File: src/rtl/core/svq_pkg.sv
// shared widths, register and mode codes, and types for the quantizer
// no dependencies
package svq_pkg;

	localparam int SampleWidth   = 16;
	localparam int GainWidth     = 16;
	localparam int OffsetWidth   = 15;
	localparam int OffsetShift   = 14;
	localparam int FracBits      = 25;
	localparam int ProdWidth     = SampleWidth + GainWidth;
	localparam int OffsetExtWidth = OffsetWidth + OffsetShift;
	localparam int XWidth        =
		((ProdWidth > OffsetExtWidth) ? ProdWidth : OffsetExtWidth) + 1;
	localparam int CodeWidth     = 8;
	localparam int ModeWidth     = 2;
	localparam int CfgIndexWidth = 2;
	localparam int CfgDataWidth  = 16;
	localparam int QueueDepth    = 2;
	localparam int QueuePtrWidth = $clog2(QueueDepth);

	// sync thresholds in Q.11 volts
	localparam int SyncHighLevel = 2048;
	localparam int SyncLowLevel  = 0;

	localparam logic [CfgIndexWidth-1:0] REG_INPUT_GAIN      = 2'd0;
	localparam logic [CfgIndexWidth-1:0] REG_INPUT_OFFSET    = 2'd1;
	localparam logic [CfgIndexWidth-1:0] REG_CONVERSION_MODE = 2'd2;
	localparam logic [CfgIndexWidth-1:0] REG_RECTIFY_MODE    = 2'd3;

	localparam logic [ModeWidth-1:0] CONV_UNIPOLAR = 2'd0;
	localparam logic [ModeWidth-1:0] CONV_BIPOLAR  = 2'd1;
	localparam logic [ModeWidth-1:0] CONV_SIGNMAG  = 2'd2;

	localparam logic [ModeWidth-1:0] RECT_NONE = 2'd0;
	localparam logic [ModeWidth-1:0] RECT_HALF = 2'd1;
	localparam logic [ModeWidth-1:0] RECT_FULL = 2'd2;

	localparam logic signed [GainWidth-1:0]   GainReset   = 16'sd3277;
	localparam logic signed [OffsetWidth-1:0] OffsetReset = '0;

	typedef enum logic [1:0] {
		TRIG_UNKNOWN = 2'd0,
		TRIG_LOW     = 2'd1,
		TRIG_HIGH    = 2'd2
	} trig_state_t;

	typedef struct packed {
		logic signed [GainWidth-1:0]   gain;
		logic signed [OffsetWidth-1:0] offset;
		logic [ModeWidth-1:0]          conv_mode;
		logic [ModeWidth-1:0]          rect_mode;
	} cfg_t;

	typedef struct packed {
		logic signed [SampleWidth-1:0] sample;
		logic                          conv;
	} item_t;

endpackage

File: src/rtl/core/svq_in_if.sv
// input channel: one sample with its sync level and sync-patched flag
// depends on svq_pkg
interface svq_in_if;
	logic                                  valid;
	logic                                  ready;
	logic signed [svq_pkg::SampleWidth-1:0] sample_in;
	logic signed [svq_pkg::SampleWidth-1:0] sync_level;
	logic                                  sync_connected;

	modport source (output valid, sample_in, sync_level, sync_connected, input ready);
	modport sink (input valid, sample_in, sync_level, sync_connected, output ready);
endinterface

File: src/rtl/core/svq_out_if.sv
// result channel: held code and conversion flag
// depends on svq_pkg
interface svq_out_if;
	logic                           valid;
	logic                           ready;
	logic [svq_pkg::CodeWidth-1:0]  held_code_out;
	logic                           converted;

	modport source (output valid, held_code_out, converted, input ready);
	modport sink (input valid, held_code_out, converted, output ready);
endinterface

File: src/rtl/core/svq_cfg_if.sv
// configuration write channel: register index and write data
// depends on svq_pkg
interface svq_cfg_if;
	logic                                 valid;
	logic                                 ready;
	logic [svq_pkg::CfgIndexWidth-1:0]    index;
	logic [svq_pkg::CfgDataWidth-1:0]     data;

	modport source (output valid, index, data, input ready);
	modport sink (input valid, index, data, output ready);
endinterface

File: src/rtl/core/svq_front.sv
// front end: takes samples, runs the sync schmitt trigger, marks items to convert
// depends on svq_pkg and svq_in_if
module svq_front (
	input  logic                           clk,
	input  logic                           arst_n,
	svq_in_if.sink                         sample_ch,
	input  logic [svq_pkg::ModeWidth-1:0]  conv_mode,
	output logic                           push_valid,
	input  logic                           push_ready,
	output svq_pkg::item_t                 push_item
);

	svq_pkg::trig_state_t trig_q;
	svq_pkg::trig_state_t trig_next;
	logic                 lvl_high;
	logic                 lvl_low;
	logic                 sync_edge;
	logic                 fire;
	logic                 transfer;

	assign lvl_high = int'(sample_ch.sync_level) >= svq_pkg::SyncHighLevel;
	assign lvl_low  = int'(sample_ch.sync_level) <= svq_pkg::SyncLowLevel;
	assign transfer = sample_ch.valid && sample_ch.ready;

	always_comb begin
		trig_next = trig_q;
		unique case (trig_q)
			svq_pkg::TRIG_LOW: begin
				if (lvl_high) trig_next = svq_pkg::TRIG_HIGH;
			end
			svq_pkg::TRIG_HIGH: begin
				if (lvl_low) trig_next = svq_pkg::TRIG_LOW;
			end
			default: begin
				if (lvl_high)     trig_next = svq_pkg::TRIG_HIGH;
				else if (lvl_low) trig_next = svq_pkg::TRIG_LOW;
				else              trig_next = svq_pkg::TRIG_UNKNOWN;
			end
		endcase
	end

	// only a low-to-high move counts as an edge
	always_comb begin
		sync_edge = (trig_q == svq_pkg::TRIG_LOW) && lvl_high;
	end

	always_ff @(posedge clk or negedge arst_n) begin
		if (!arst_n) begin
			trig_q <= svq_pkg::TRIG_UNKNOWN;
		end else if (transfer && sample_ch.sync_connected) begin
			trig_q <= trig_next;
		end
	end

	assign fire = !sample_ch.sync_connected || sync_edge;

	assign push_valid       = sample_ch.valid;
	assign sample_ch.ready  = push_ready;
	assign push_item.sample = sample_ch.sample_in;
	assign push_item.conv   = fire && (conv_mode == svq_pkg::CONV_UNIPOLAR
		|| conv_mode == svq_pkg::CONV_BIPOLAR || conv_mode == svq_pkg::CONV_SIGNMAG);

endmodule

File: src/rtl/core/svq_fifo.sv
// short queue between front and back ends
// depends on svq_pkg
module svq_fifo (
	input  logic           clk,
	input  logic           arst_n,
	input  logic           push_valid,
	output logic           push_ready,
	input  svq_pkg::item_t push_item,
	output logic           pop_valid,
	input  logic           pop_ready,
	output svq_pkg::item_t pop_item
);

	localparam int PtrW = svq_pkg::QueuePtrWidth;

	svq_pkg::item_t  mem_q [svq_pkg::QueueDepth];
	logic [PtrW-1:0] wr_ptr_q;
	logic [PtrW-1:0] rd_ptr_q;
	logic [PtrW:0]   count_q;
	logic            do_push;
	logic            do_pop;

	assign push_ready = count_q != (PtrW+1)'(svq_pkg::QueueDepth);
	assign pop_valid  = count_q != '0;
	assign do_push    = push_valid && push_ready;
	assign do_pop     = pop_valid && pop_ready;
	assign pop_item   = mem_q[rd_ptr_q];

	always_ff @(posedge clk) begin
		if (do_push) mem_q[wr_ptr_q] <= push_item;
	end

	always_ff @(posedge clk or negedge arst_n) begin
		if (!arst_n) begin
			wr_ptr_q <= '0;
			rd_ptr_q <= '0;
			count_q  <= '0;
		end else begin
			if (do_push) begin
				wr_ptr_q <= (wr_ptr_q == PtrW'(svq_pkg::QueueDepth - 1)) ? '0 : wr_ptr_q + 1'b1;
			end
			if (do_pop) begin
				rd_ptr_q <= (rd_ptr_q == PtrW'(svq_pkg::QueueDepth - 1)) ? '0 : rd_ptr_q + 1'b1;
			end
			count_q <= count_q + (PtrW+1)'(do_push) - (PtrW+1)'(do_pop);
		end
	end

endmodule

File: src/rtl/core/svq_back.sv
// back end: scale and offset, rectify, encode to 8 bits, hold the code
// depends on svq_pkg and svq_out_if
module svq_back (
	input  logic           clk,
	input  logic           arst_n,
	input  svq_pkg::cfg_t  cfg,
	input  logic           pop_valid,
	output logic           pop_ready,
	input  svq_pkg::item_t pop_item,
	svq_out_if.source      result_ch
);

	localparam int XW = svq_pkg::XWidth;
	localparam int FB = svq_pkg::FracBits;
	localparam logic signed [XW-1:0] OneX = XW'(1) << FB;

	logic                                    advance;
	logic signed [svq_pkg::ProdWidth-1:0]    prod;
	logic signed [XW-1:0]                    x_next;
	logic signed [XW-1:0]                    x_s1;
	logic                                    conv_s1;
	logic                                    valid_s1;
	logic signed [XW-1:0]                    r;
	logic signed [XW-1:0]                    r_neg;
	logic [FB:0]                             c_uni;
	logic [FB+9:0]                           t_uni;
	logic signed [XW-1:0]                    cl_bip;
	logic [FB+1:0]                           u_bip;
	logic [FB+10:0]                          t_bip;
	logic [FB:0]                             m_sm;
	logic [FB+8:0]                           t_sm;
	logic [svq_pkg::CodeWidth-1:0]           code;
	logic [svq_pkg::CodeWidth-1:0]           held_q;
	logic                                    out_conv_q;
	logic                                    out_valid_q;

	assign advance   = !out_valid_q || result_ch.ready;
	assign pop_ready = advance;

	// stage 1: multiply and add the offset
	assign prod   = pop_item.sample * cfg.gain;
	assign x_next = XW'(prod) + (XW'(cfg.offset) <<< svq_pkg::OffsetShift);

	always_ff @(posedge clk) begin
		if (advance) begin
			x_s1    <= x_next;
			conv_s1 <= pop_item.conv;
		end
	end

	// stage 2: rectify and encode
	always_comb begin
		r_neg = -x_s1;
		unique case (cfg.rect_mode)
			svq_pkg::RECT_HALF: r = (x_s1 > 0) ? x_s1 : '0;
			svq_pkg::RECT_FULL: r = (x_s1 < 0) ? r_neg : x_s1;
			default:            r = x_s1;
		endcase
	end

	always_comb begin
		// unipolar: round(clamp(r, 0, 1) * 255)
		if (r < 0)         c_uni = '0;
		else if (r > OneX) c_uni = (FB+1)'(OneX);
		else               c_uni = r[FB:0];
		t_uni = ((FB+10)'(c_uni) << 8) - (FB+10)'(c_uni) + ((FB+10)'(1) << (FB-1));

		// bipolar offset binary: round((clamp(r, -1, 1) + 1) * 255 / 2)
		if (r < -OneX)     cl_bip = -OneX;
		else if (r > OneX) cl_bip = OneX;
		else               cl_bip = r;
		u_bip = (FB+2)'(cl_bip + OneX);
		t_bip = ((FB+11)'(u_bip) << 8) - (FB+11)'(u_bip) + (FB+11)'(OneX);

		// sign magnitude on the clamped magnitude
		if (r < 0) m_sm = ((-r) > OneX) ? (FB+1)'(OneX) : (FB+1)'(-r);
		else       m_sm = (r > OneX) ? (FB+1)'(OneX) : r[FB:0];
		t_sm = ((FB+9)'(m_sm) << 7) - (FB+9)'(m_sm) + ((FB+9)'(1) << (FB-1));

		unique case (cfg.conv_mode)
			svq_pkg::CONV_UNIPOLAR: code = t_uni[FB+7:FB];
			svq_pkg::CONV_BIPOLAR:  code = t_bip[FB+8:FB+1];
			default:                code = {r < 0, t_sm[FB+6:FB]};
		endcase
	end

	always_ff @(posedge clk) begin
		if (advance && valid_s1) out_conv_q <= conv_s1;
	end

	always_ff @(posedge clk or negedge arst_n) begin
		if (!arst_n) begin
			valid_s1    <= 1'b0;
			out_valid_q <= 1'b0;
			held_q      <= '0;
		end else if (advance) begin
			valid_s1    <= pop_valid;
			out_valid_q <= valid_s1;
			if (valid_s1 && conv_s1) held_q <= code;
		end
	end

	assign result_ch.valid         = out_valid_q;
	assign result_ch.held_code_out = held_q;
	assign result_ch.converted     = out_conv_q;

endmodule

File: src/rtl/core/synced_voltage_to_8bit_quantizer.sv
// Sample-and-hold 8-bit quantizer with Schmitt-triggered sync. Each accepted sample
// gives exactly one result carrying the held code and a flag that says whether this
// sample was converted. In a defined conversion mode, unpatched sync converts every
// sample; otherwise only a rising sync edge (up at 1 V, down at 0 V) does. One sample
// is accepted per clock cycle, sustained while results are taken; a sample passes the
// queue, the multiply stage register and the output register, and the two-entry queue
// lets input and output stall independently. Configuration writes are taken every
// cycle and should only be made while no sample is in flight.
// Depends on svq_pkg, svq_in_if, svq_out_if, svq_cfg_if, svq_front, svq_fifo, svq_back.
module synced_voltage_to_8bit_quantizer (
	input  logic       clk,
	input  logic       arst_n,
	svq_in_if.sink     sample_ch,
	svq_out_if.source  result_ch,
	svq_cfg_if.sink    cfg_ch
);

	svq_pkg::cfg_t  cfg_q;
	logic           push_valid;
	logic           push_ready;
	svq_pkg::item_t push_item;
	logic           pop_valid;
	logic           pop_ready;
	svq_pkg::item_t pop_item;

	assign cfg_ch.ready = 1'b1;

	always_ff @(posedge clk or negedge arst_n) begin
		if (!arst_n) begin
			cfg_q.gain      <= svq_pkg::GainReset;
			cfg_q.offset    <= svq_pkg::OffsetReset;
			cfg_q.conv_mode <= svq_pkg::CONV_UNIPOLAR;
			cfg_q.rect_mode <= svq_pkg::RECT_NONE;
		end else if (cfg_ch.valid && cfg_ch.ready) begin
			unique case (cfg_ch.index)
				svq_pkg::REG_INPUT_GAIN:
					cfg_q.gain <= cfg_ch.data[svq_pkg::GainWidth-1:0];
				svq_pkg::REG_INPUT_OFFSET:
					cfg_q.offset <= cfg_ch.data[svq_pkg::OffsetWidth-1:0];
				svq_pkg::REG_CONVERSION_MODE:
					cfg_q.conv_mode <= cfg_ch.data[svq_pkg::ModeWidth-1:0];
				svq_pkg::REG_RECTIFY_MODE:
					cfg_q.rect_mode <= cfg_ch.data[svq_pkg::ModeWidth-1:0];
				default: ;
			endcase
		end
	end

	svq_front u_front (
		.clk        (clk),
		.arst_n     (arst_n),
		.sample_ch  (sample_ch),
		.conv_mode  (cfg_q.conv_mode),
		.push_valid (push_valid),
		.push_ready (push_ready),
		.push_item  (push_item)
	);

	svq_fifo u_fifo (
		.clk        (clk),
		.arst_n     (arst_n),
		.push_valid (push_valid),
		.push_ready (push_ready),
		.push_item  (push_item),
		.pop_valid  (pop_valid),
		.pop_ready  (pop_ready),
		.pop_item   (pop_item)
	);

	svq_back u_back (
		.clk       (clk),
		.arst_n    (arst_n),
		.cfg       (cfg_q),
		.pop_valid (pop_valid),
		.pop_ready (pop_ready),
		.pop_item  (pop_item),
		.result_ch (result_ch)
	);

endmodule

File: src/flat_wrapper.sv
// flat-port wrapper written by rule: the top's interface ports become plain ports
module synced_voltage_to_8bit_quantizer_flat 
  (clk, arst_n, sample_ch_valid, sample_ch_sample_in, sample_ch_sync_level, sample_ch_sync_connected, sample_ch_ready, result_ch_valid, result_ch_held_code_out, result_ch_converted, result_ch_ready, cfg_ch_valid, cfg_ch_index, cfg_ch_data, cfg_ch_ready);
  svq_in_if sample_ch_i ();
  svq_out_if result_ch_i ();
  svq_cfg_if cfg_ch_i ();
  input  logic clk;
  input  logic arst_n;
  input wire logic [$bits(sample_ch_i.valid)-1:0] sample_ch_valid;
  input wire logic [$bits(sample_ch_i.sample_in)-1:0] sample_ch_sample_in;
  input wire logic [$bits(sample_ch_i.sync_level)-1:0] sample_ch_sync_level;
  input wire logic [$bits(sample_ch_i.sync_connected)-1:0] sample_ch_sync_connected;
  output wire logic [$bits(sample_ch_i.ready)-1:0] sample_ch_ready;
  output wire logic [$bits(result_ch_i.valid)-1:0] result_ch_valid;
  output wire logic [$bits(result_ch_i.held_code_out)-1:0] result_ch_held_code_out;
  output wire logic [$bits(result_ch_i.converted)-1:0] result_ch_converted;
  input wire logic [$bits(result_ch_i.ready)-1:0] result_ch_ready;
  input wire logic [$bits(cfg_ch_i.valid)-1:0] cfg_ch_valid;
  input wire logic [$bits(cfg_ch_i.index)-1:0] cfg_ch_index;
  input wire logic [$bits(cfg_ch_i.data)-1:0] cfg_ch_data;
  output wire logic [$bits(cfg_ch_i.ready)-1:0] cfg_ch_ready;
  assign sample_ch_i.valid = sample_ch_valid;
  assign sample_ch_i.sample_in = sample_ch_sample_in;
  assign sample_ch_i.sync_level = sample_ch_sync_level;
  assign sample_ch_i.sync_connected = sample_ch_sync_connected;
  assign sample_ch_ready = sample_ch_i.ready;
  assign result_ch_valid = result_ch_i.valid;
  assign result_ch_held_code_out = result_ch_i.held_code_out;
  assign result_ch_converted = result_ch_i.converted;
  assign result_ch_i.ready = result_ch_ready;
  assign cfg_ch_i.valid = cfg_ch_valid;
  assign cfg_ch_i.index = cfg_ch_index;
  assign cfg_ch_i.data = cfg_ch_data;
  assign cfg_ch_ready = cfg_ch_i.ready;
  synced_voltage_to_8bit_quantizer u_core (.clk(clk), .arst_n(arst_n), .sample_ch(sample_ch_i), .result_ch(result_ch_i), .cfg_ch(cfg_ch_i));
endmodule
File: config.mk
export PLATFORM = sky130hd
export DESIGN_NAME = synced_voltage_to_8bit_quantizer_flat
export DESIGN_NICKNAME = d
export VERILOG_FILES = /design/src/rtl/core/svq_pkg.sv /design/src/rtl/core/svq_in_if.sv /design/src/rtl/core/svq_out_if.sv /design/src/rtl/core/svq_cfg_if.sv /design/src/rtl/core/svq_front.sv /design/src/rtl/core/svq_fifo.sv /design/src/rtl/core/svq_back.sv /design/src/rtl/core/synced_voltage_to_8bit_quantizer.sv /design/src/flat_wrapper.sv
export SDC_FILE = /design/constraint.sdc
export NUM_CORES = 1
export LEC_CHECK = 0
export BUFFER_PORTS_ARGS = -buffer_cell sky130_fd_sc_hd__buf_2
export CAP_MARGIN = 15
export CORE_ASPECT_RATIO = 1.4
export CORE_MARGIN = 2
export CORE_UTILIZATION = 38
export CTS_CLUSTER_DIAMETER = 40
export CTS_CLUSTER_SIZE = 25
export DETAILED_ROUTE_END_ITERATION = 10
export PLACE_DENSITY = 0.64
export SYNTH_ARGS = -nofsm -noshare
export SYNTH_HDL_FRONTEND = slang
export SYNTH_SLANG_ARGS = --single-unit
File: constraint.sdc
create_clock -name clk -period 9 [get_ports clk]
set_clock_uncertainty 0.2 [all_clocks]
set_input_delay 1.8 -clock clk [delete_from_list [all_inputs] [get_ports clk]]
set_output_delay 1.8 -clock clk [all_outputs]
set_load 0.02 [all_outputs]
==> impl_results.md, run 1 <==
* Run status: completed
* Post-synthesis area per instance at 9.164 um2
* Category of the worst setup path capture point: register
* Warnings, synthesis at 0
* Crit-path max cell delay at between 500 and 600 ps
* Setup Total Neg Slack at 0 ps
* Final-report hold violation count at 0
* Worst Tran Pin Value at approximately 1100 ps
* Synthesized instance count at between 2,000 and 2,500
* Clk slew on worst S/H paths at about 60 ps
* Library cells used by synthesis at a little under 100
* Ratio of cells with drive above 1 in the final layout at 0.1247
* Required time of the critical path at around 9200 ps
* Type of the setup path with the least slack: register to register
* Clk buf depth at 2
* Number of buffers added on ports at 66
* 1st-iter DRT viols at about 880
* Most instantiated library cell after synthesis: inv_1
* Post-layout minimum cycle time at approximately 8500 ps
* Number of top-level pins at around 70
* Total global routing overflow at 0
* Detailed Place HPWL at between 50,000 and 60,000 um
* Via count of the first global-routing pass at between 15,000 and 20,000
* Setup Viol. Count Final at 0
* Max-capacitance violation count at 0
* CTS tree: built
* ANT nets after route at 0
* CTS HTree Levels at 4
* First-pass iteration count of the detailed router at 5
* Arrival time reported for the critical path endpoint at roughly 8600 ps
* Worst path slowest cell: or4b_1
* Clock root cell: clkbuf_16
* Main synth FF type: edfxtp_1
* Global-route usage over all layers at 0.2209
* Insertion delay to the later sink of the worst-skew pair at roughly 450 ps
* Critical Path Fanout Max at 12
* First-pass GRT wire length at roughly 100,000 um
* Area taken by flip-flops and latches at approximately 3400 um2
* Final-report max-slew violation count at 0
* Area share of the largest cell type after synthesis at 0.2682
* Number of fillers in the final layout at around 5,400
* Hold Buf Count CTS at 0
* Worst hold path class: register to register
* Number of clock sinks seen by CTS at 120
* Most used standard cells in the synthesized netlist: 359 x inv_1, 282 x fa_1, 247 x nand2_1, 228 x ha_1, 109 x nor2_1
* Worst-case setup slack after placement at ~280 ps
* Number of nets in the synthesized netlist at between 2,000 and 3,000
* Async set-or-reset flop fraction in the synthesized netlist at 0.4250
* Flip-flop and latch count after synthesis at 120
* DRC violations left at 0
* Total via count after detailed routing at 16,900
* Library cell occupying the most area in the post-synthesis netlist: fa_1
* Sum of buffers and inverters on the critical path at 5
* Die Ht at between 200 and 300 um
* Post-Route Utilization at 0.4198
* Maximum clock frequency at 118.3 MHz
* Cell repeated most along the worst path: ha_1
* Number of antenna violations at the first check in global routing at 0
* Die Outline Area at between 50,000 and 60,000 um2
* Critical Path Source Type: register
* Total Routed Length at 61,460 um
* Width of the die at 202.9 um
* Number of rows in the core area at between 100 and 150
* Core Footprint at between 50,000 and 60,000 um2
* Multi-input combinational cell area at 16,030 um2
* Initial cell density of the core at 0.3827
* Net count, final at between 2,000 and 3,000
* DR WL/cell at slightly below 20 um
* Largest net degree at the start of global routing at 52
* Unrepaired setup endpoints after global routing: no
* Cell types occupying the most area after synthesis: fa_1 27%, ha_1 14%, edfxtp_1 9.8%, inv_1 6.4%, dfrtp_1 5.2%
* Crit share post-route at 0.9394
* Count of antenna diodes in the layout at 0
* Post-synthesis cell area at around 21,000 um2
* RePlAce Congestion at 0.9224
* Number of buffers created by CTS at 17
* Max transition margin at 0.2894
* Number of flops mapped to enable cells by yosys at between 60 and 70
* Share of the yosys chip area belonging to registers at 0.1595
* Post-route setup slack at ~550 ps
* Via count normalized by instance count at about 5.5
* Family with the most delay on the worst path: compound AO/OA/AOI/OAI gates
* Layout Area Growth over Synthesis at 9.713%
## flip-flops by register name, summed over array words and instances (netlist names), 2 cells and up
signal                                 cells
u_core.u_back.x_s1                        33
u_core.u_fifo.count_q                      2
u_core.u_fifo.mem_q                       34
u_core.u_front.trig_q                      2
u_core.u_back.result_ch.held_code_out      8
u_core.cfg_q                              35
## cell usage in the layout (no fill, tap or decap), types with 14 or more instances in the layout
cell type and count:
or2_2 24, nand2_1 247, fa_1 282, nor2_1 109, nor4_1 15, and3_1 17
buf_2 67, buf_4 64, a21o_1 37, o31ai_1 18, o21ai_0 60, xnor2_1 53
dfrtp_1 43, xor2_1 14, edfxtp_1 69, a211oi_1 15, mux2_2 55, inv_1 359
ha_1 228, or3_1 24, clkbuf_16 17, nand3_1 37, and2_1 95, nor3_1 58
nor2b_1 25, a21oi_1 78, nand2b_1 15, nand4_1 17
## repair_timing
| action | 4_1_cts | 5_1_grt |
|---|---|---|
| endpoints found under the setup margin | 0 | 9 |
| resized for setup | 0 | 11 |
| buffers inserted | 0 | 3 |
## kinds of logic (layout without fill, tap and decap cells)
logic type                 Yosys count  in the layout  share of synthesized area
DFF                                120            120                     0.1595
muxes                               68             68                    0.03584
AOI/OAI and AO/OA                  356            356                     0.1191
xor gates and xnor gates            67             67                    0.02788
adders and majority gates          510            510                     0.4037
buffers and inverters              453            522                    0.08239
and+or+nand+nor                    722            722                     0.1714
other                                1              1                  0.0001782
## through the flow
step | instances | hold WS [ps] | area (um2)
finish | 3094 | 280.0 | 23090
global route | 3094 | 288.1 | 23090
CTS | 3091 | 281.6 | 23010
detailed placement | 3059 | 264.7 | 22380
global placement | 3058 | 268.1 | 22380
floorplan | 2297 | 241.0 | 21050
## layer usage
metal	up-vias	track usage	part of all wire
met2	502	0.4174	0.54
met5	-	0	0
met1	8448	0.2349	0.37
met4	0	0.1376	0.060
li1	7772	-	-
met3	179	0.02235	0.033
## area by class of cell
type,instances,share of cell area
flip-flops and latches,120,0.1454
multi-input cells,1724,0.6943
clock buffers,18,0.01858
inverters,359,0.05835
repair buffers,131,0.03533
well taps,728,0.03944
clock inverters,14,0.008560
## path summary, 6_finish.rpt
| path | startpoint | end | slack [ps] | cells after the start |
|---|---|---|---|---|
| max | u_core.u_back.x_s1[1] | u_core.u_back.result_ch.held_code_out[6] | 550 | 37 |
| min | u_core.u_back.conv_s1 | u_core.u_back.result_ch.converted | 280 | 0 |
| max reg2reg | u_core.u_back.x_s1[1] | u_core.u_back.result_ch.held_code_out[6] | 550 | 37 |
| min reg2reg | u_core.u_back.conv_s1 | u_core.u_back.result_ch.converted | 280 | 0 |
| max in group asynchronous | arst_n | u_core.u_fifo.rd_ptr_q | 6720 | 2 |
| min in group asynchronous | arst_n | u_core.cfg_q[5] | 1280 | 2 |
Power of run 1 is left out: the tool's default activity adds up to more than one toggle a clock period on the data nets, which glitch-free logic cannot reach.
==> inputs of run 2 (changes only) <==
CORE_UTILIZATION = 59   (was 38)
PLACE_DENSITY = 0.88   (was 0.64)
==> run 2 against run 1 <==
Effect of this change: sequential share of layout area rose by 0.29 points; register-to-register slack is essentially flat; die area down 35%; cell area down 2.0%; critical path depth shrank 13; count of clock-buffer cells in the layout is 1 lower; hold slack worse by 9.9 ps; cell count decreased by 9.1%; non-clock buffer count decreased by 11; wire length fell by 2.7%; utilization rose by 23 points; worst setup slack gained 13 ps.
==> impl_results.md, run 2 (synthesis results as in run 1) <==
* Dpl cell area at 21,940 um2
* Clock root cell: clkbuf_16
* Layout Area Growth over Synthesis at 7.567%
* First-pass GRT wire length at ~95,000 um
* Critical Path Source Type: register
* Arrival time reported for the critical path endpoint at 8440 ps
* Run status: completed
* Final-report max-slew violation count at 0
* Most frequent standard cell in the layout excluding fill and tap cells: inv_1
* Max transition margin at 0.2670
* DR WL/cell at roughly 21 um
* Register with the most flip-flops: u_core.cfg_q
* Most used cells in the layout excluding fill and tap cells: 359 x inv_1, 282 x fa_1, 247 x nand2_1, 227 x ha_1, 109 x nor2_1
* Final-report hold violation count at 0
* Total Routed Length at about 60,000 um
* CTS tree: built
* Largest net degree at the start of global routing at between 50 and 60
* Worst Tran Pin Value at roughly 1100 ps
* Core Footprint at 35,070 um2
* Post-layout minimum cycle time at roughly 8400 ps
* Count of antenna diodes in the layout at 0
* Ratio of cells with drive above 1 in the final layout at 0.1223
* Total via count after detailed routing at between 15,000 and 20,000
* DRC violations left at 0
* Critical Path Fanout Max at 16
* Max-capacitance violation count at 0
* Post-route cell area at 22,640 um2
* ANT nets after route at 0
* Insertion delay to the later sink of the worst-skew pair at ~460 ps
* Type of the setup path with the least slack: register to register
* Die Ht at 227.5 um
* Number of flip-flops in the largest register at 35
* Via count normalized by instance count at around 6.3
* Detailed Place HPWL at roughly 48,000 um
* Number of top-level pins at between 60 and 70
* Initial cell density of the core at 0.6003
* Crit share post-route at 0.9380
* First-pass iteration count of the detailed router at 7
* Number of rows in the core area at between 80 and 90
* Width of the die at roughly 160 um
* Worst hold path class: register to register
* Maximum clock frequency at between 100 and 150 MHz
* Category of the worst setup path capture point: register
* RePlAce Congestion at about 1.0
* Number of clock sinks seen by CTS at between 100 and 150
* Global-route usage over all layers at 0.3339
* Number of buffers created by CTS at 17
* Required time of the critical path at ~9000 ps
* CTS HTree Levels at 4
* Number of fillers in the final layout at between 2,000 and 3,000
* Die Outline Area at between 30,000 and 40,000 um2
* Via count of the first global-routing pass at ~19,000
* Clk slew on worst S/H paths at roughly 70 ps
* Net count, final at around 2,900
* 1st-iter DRT viols at roughly 1,300
* Number of antenna violations at the first check in global routing at 1
* Total global routing overflow at 0
* Clk buf depth at 2
* Setup Viol. Count Final at 0
* Top Registers: u_core.cfg_q: 35 flops, u_core.u_fifo.mem_q: 34 flops, u_core.u_back.x_s1: 33 flops
* Number of buffers added on ports at 66
-- run 2: cell type report --
type                            instances  area (um2)  share of cell area
Clock buffer                           17       425.4             0.01879
Timing Repair Buffer                  120       747.0             0.03299
Multi-Input combinational cell       1724       16020              0.7073
Sequential cell                       120        3358              0.1483
Tap cell                              456       570.5             0.02520
Clock inverter                         15       177.7            0.007847
Inverter                              359        1348             0.05952
-- run 2: final timing paths --
check	startpoint	endpoint	slack, ps	cells after the start
setup / recovery	u_core.u_fifo.rd_ptr_q	u_core.u_back.x_s1[31]	560	24
hold / removal	u_core.u_back.conv_s1	u_core.u_back.result_ch.converted	270	0
setup reg to reg	u_core.u_fifo.rd_ptr_q	u_core.u_back.x_s1[31]	560	24
hold reg to reg	u_core.u_back.conv_s1	u_core.u_back.result_ch.converted	270	0
max in group asynchronous	arst_n	u_core.u_fifo.rd_ptr_q	6700	2
min in group asynchronous	arst_n	u_core.cfg_q[8]	1290	2
-- run 2: worst max-delay path, cell delays in order, from the launching register on --
cell,delay [ps]
dfrtp_2,580
mux2_2,600
and2_1,280
fa_1,500
fa_1,500
ha_1,160
inv_1,60
fa_1,550
fa_1,450
fa_1,560
inv_1,50
ha_1,330
a21oi_1,240
o21bai_1,110
a21oi_1,260
nor2b_1,110
o31ai_1,380
a2111oi_0,270
nor4_1,490
nor3_1,110
a311o_1,340
o41a_1,360
a41oi_1,350
a21oi_1,150
xor2_1,160
-- run 2: metal layers --
| metal | global-route usage | part of all wire |
|---|---|---|
| met1 | 0.3566 | 0.34 |
| met2 | 0.5881 | 0.51 |
| met3 | 0.04828 | 0.062 |
| met4 | 0.2643 | 0.088 |
| met5 | 0 | 0.00025 |
-- run 2: what timing repair did --
| action | CTS | global route |
|---|---|---|
| resized for setup | 0 | 14 |
| setup endpoints to repair | 0 | 10 |
| setup buffers | 0 | 4 |
| hold buffers | 0 | 0 |
-- run 2: stage by stage --
stage / TNS (ps) / utilization / setup slack [ps] / instances / hold slack (ps)
floorplan: 0 / - / 255.5 / 2297 / 241.0
global placement: 0 / 0.6256 / 449.6 / 2774 / 248.1
detailed placement: 0 / 0.6256 / 171.1 / 2774 / 255.0
CTS: 0 / 0.6428 / 164.4 / 2806 / 265.5
global route: -106.8 / 0.6457 / -71.66 / 2811 / 280.4
finish: 0 / 0.6457 / 558.4 / 2811 / 270.1
Power of run 2 is left out for the same reason.
==> inputs of run 3 (changes only) <==
CAP_MARGIN = unset   (was 15)
CELL_PAD_IN_SITES_DETAIL_PLACEMENT = 1   (was unset)
CELL_PAD_IN_SITES_GLOBAL_PLACEMENT = 2   (was unset)
CORE_UTILIZATION = 38   (was 59)
PLACE_DENSITY = 0.89   (was 0.88)
==> run 3 against run 2 <==
Effect of this change: cell area increased by 2.0%; first-iteration DRC count decreased by 41%; critical endpoint is now u_core.u_back.x_s1[30]; largest cell class unchanged; fmax decreased by 1.1%; wire length increased by 18%; register-to-register slack got worse by 90 ps; count of clock-buffer cells in the layout unchanged; critical path depth decreased by 1; hold slack got worse by 2.2 ps; die area increased by 54%; via count decreased by 2.2%; worst setup slack got worse by 90 ps; utilization decreased by 23 points.
==> impl_results.md, run 3 (synthesis results as in run 1) <==
* Worst Hold Path Cells at 0
* Met1 global-route usage at 0.2514
* Required time of the critical path at 8990 ps
* Die Outline Area at 57,320 um2
* Net count, final at 2,927
* First-pass GRT wire length at ~110,000 um
* Total via count after detailed routing at roughly 17,000
* Layout Area Growth over Synthesis at 9.677%
* Number of antenna violations at the first check in global routing at 1
* M3 GR Usage at 0.02062
* Clock root cell: clkbuf_16
* Post-layout minimum cycle time at around 8500 ps
* RePlAce Congestion at approximately 0.93
* Total Routed Length at 70,720 um
* Number of clock sinks seen by CTS at between 100 and 150
* Routing layer with the top usage in global route: met2
* 1st-iter DRT viols at 783
* Number of buffers added on ports at 66
* Number of buffers created by CTS at 17
* First-pass iteration count of the detailed router at 4
* Count of antenna diodes in the layout at 0
* Unrepaired setup endpoints after global routing: yes
* Most used cells in the layout excluding fill and tap cells: 359 x inv_1, 282 x fa_1, 246 x nand2_1, 228 x ha_1, 108 x nor2_1
* ANT nets after route at 0
* Die Ht at approximately 280 um
* Top Registers: u_core.cfg_q: 35 flops, u_core.u_fifo.mem_q: 34 flops, u_core.u_back.x_s1: 33 flops
* Via count of the first global-routing pass at ~20,000
* Run status: completed
* Category of the worst setup path capture point: register
* Number of flip-flops in the largest register at 35
* Startpoint of the worst register-to-register path: u_core.u_fifo.rd_ptr_q
* Global-route usage over all layers at 0.2527
* End point of the critical path: u_core.u_back.x_s1[30]
* Crit share post-route at 0.9480
* Width of the die at around 200 um
* Max transition margin at 0.1603
* Worst hold path class: register to register
* Most frequent standard cell in the layout excluding fill and tap cells: inv_1
* Terminus of the critical flop-to-flop path: u_core.u_back.x_s1[30]
* Worst R2R Setup Slack at 470 ps
* Final-report max-slew violation count at 0
* Crit-path max cell delay at roughly 700 ps
* DRC violations left at 0
* Max-capacitance violation count at 0
* Type of the setup path with the least slack: register to register
* CTS HTree Levels at 4
* CTS tree: built
* Instance count after placement with tap cells included at a little over 3,000
* Number of rows in the core area at 102
* Worst path slowest cell: a2111oi_0
* Clk slew on worst S/H paths at about 60 ps
* Setup Viol. Count Final at 0
* Worst-case setup slack after placement at 145.8 ps
* Via count normalized by instance count at between 5 and 6
* Worst Tran Pin Value at ~1300 ps
* Critical Path Source Type: register
* Fin cells at 3,102
* Register with the most flip-flops: u_core.cfg_q
* Largest net degree at the start of global routing at 52
* Path depth of the worst reg2reg path at 23
* Crit path launch: u_core.u_fifo.rd_ptr_q
* Core Footprint at 55,010 um2
* Critical Path Fanout Max at 16
* Maximum clock frequency at about 120 MHz
* Detailed Place HPWL at around 58,000 um
* Met2 track demand over resource at 0.5024
* Post-route setup slack at roughly 470 ps
* Arrival time reported for the critical path endpoint at between 8000 and 9000 ps
* Insertion delay to the later sink of the worst-skew pair at between 400 and 500 ps
* Ratio of cells with drive above 1 in the final layout at 0.1281
* Initial cell density of the core at 0.3827
* DR WL/cell at 22.80 um
* Clk buf depth at 2
* Critical Path, Cell by Cell: mux2_2 -> and2_1 -> fa_1 -> fa_1 -> inv_1 -> fa_1 -> inv_1 -> fa_1 -> inv_1 -> fa_1 -> inv_1 -> fa_1 -> ha_1 -> o21ai_0 -> or3_1 -> a2111oi_0 -> o31ai_1 -> o21ai_0 -> o211a_1 -> o21a_1 -> o21ai_0 -> nor2b_1 -> xnor2_1
* Number of top-level pins at slightly below 70
* Cell repeated most along the worst path: fa_1
* Total global routing overflow at 0
* Final-report hold violation count at 0
-- run 3: changes by cell type in the layout (fill, tap and decap cells not counted), moves of 3 or more --
cell,before,now
inv_8,4,1
clkinv_2,0,3
buf_4,52,71
clkinv_4,1,5
-- run 3: worst min path at each step --
stage | start | end | slack [ps]
2_1_floorplan | u_core.u_back.conv_s1 | u_core.u_back.result_ch.converted | 240
3_3_place_gp | u_core.u_back.conv_s1 | u_core.u_back.result_ch.converted | 250
3_5_place_dp | u_core.u_back.conv_s1 | u_core.u_back.result_ch.converted | 250
4_1_cts | u_core.u_back.conv_s1 | u_core.u_back.result_ch.converted | 270
5_1_grt | u_core.u_back.conv_s1 | u_core.u_back.result_ch.converted | 270
6_report | u_core.u_back.conv_s1 | u_core.u_back.result_ch.converted | 270
-- run 3: area by class of cell --
| type | count | area (um2) |
|---|---|---|
| Clock buffer | 17 | 425.4 |
| Clock inverter | 15 | 121.4 |
| Fill cell | 6355 | 31920 |
| Inverter | 359 | 1348 |
| Multi-Input combinational cell | 1724 | 16020 |
| Sequential cell | 120 | 3358 |
| Tap cell | 728 | 910.9 |
| Timing Repair Buffer | 139 | 898.4 |
-- run 3: repair_timing --
action                                 in CTS  in global routing
resized for setup                           0                 14
setup buffers                               0                  1
endpoints found under the hold margin       0                  0
setup endpoints to repair                   0                  8
hold buffers                                0                  0
-- run 3: per-layer routing --
layer  vias to the layer above  routed length (um)
met4                         0                4606
met2                       415               39510
met3                       216                1712
met5                         -                   0
met1                      8825               24900
li1                       7792                   -
-- run 3: metrics by stage --
| stage | instance area [um2] | TNS (ps) | hold slack, ps | util |
|---|---|---|---|---|
| 2_1_floorplan | 21050 | 0 | 241.0 | - |
| 6_report | 23090 | 0 | 267.8 | 0.4197 |
| 3_5_place_dp | 22460 | 0 | 254.1 | 0.4084 |
| 3_3_place_gp | 22460 | 0 | 248.7 | 0.4084 |
| 5_1_grt | 23090 | -10.43 | 273.6 | 0.4197 |
| 4_1_cts | 23010 | 0 | 271.0 | 0.4183 |
-- run 3: critical path, delay by kind of cell, from the launching register on --
kind / cells / cell delay, ps
compound gates: 7 / 2050
fa+ha+maj: 7 / 3380
buf+inv: 4 / 240
flops: 1 / 700
mux: 1 / 610
xor+xnor: 1 / 140
simple gates: 3 / 920
Power of run 3 is left out for the same reason.
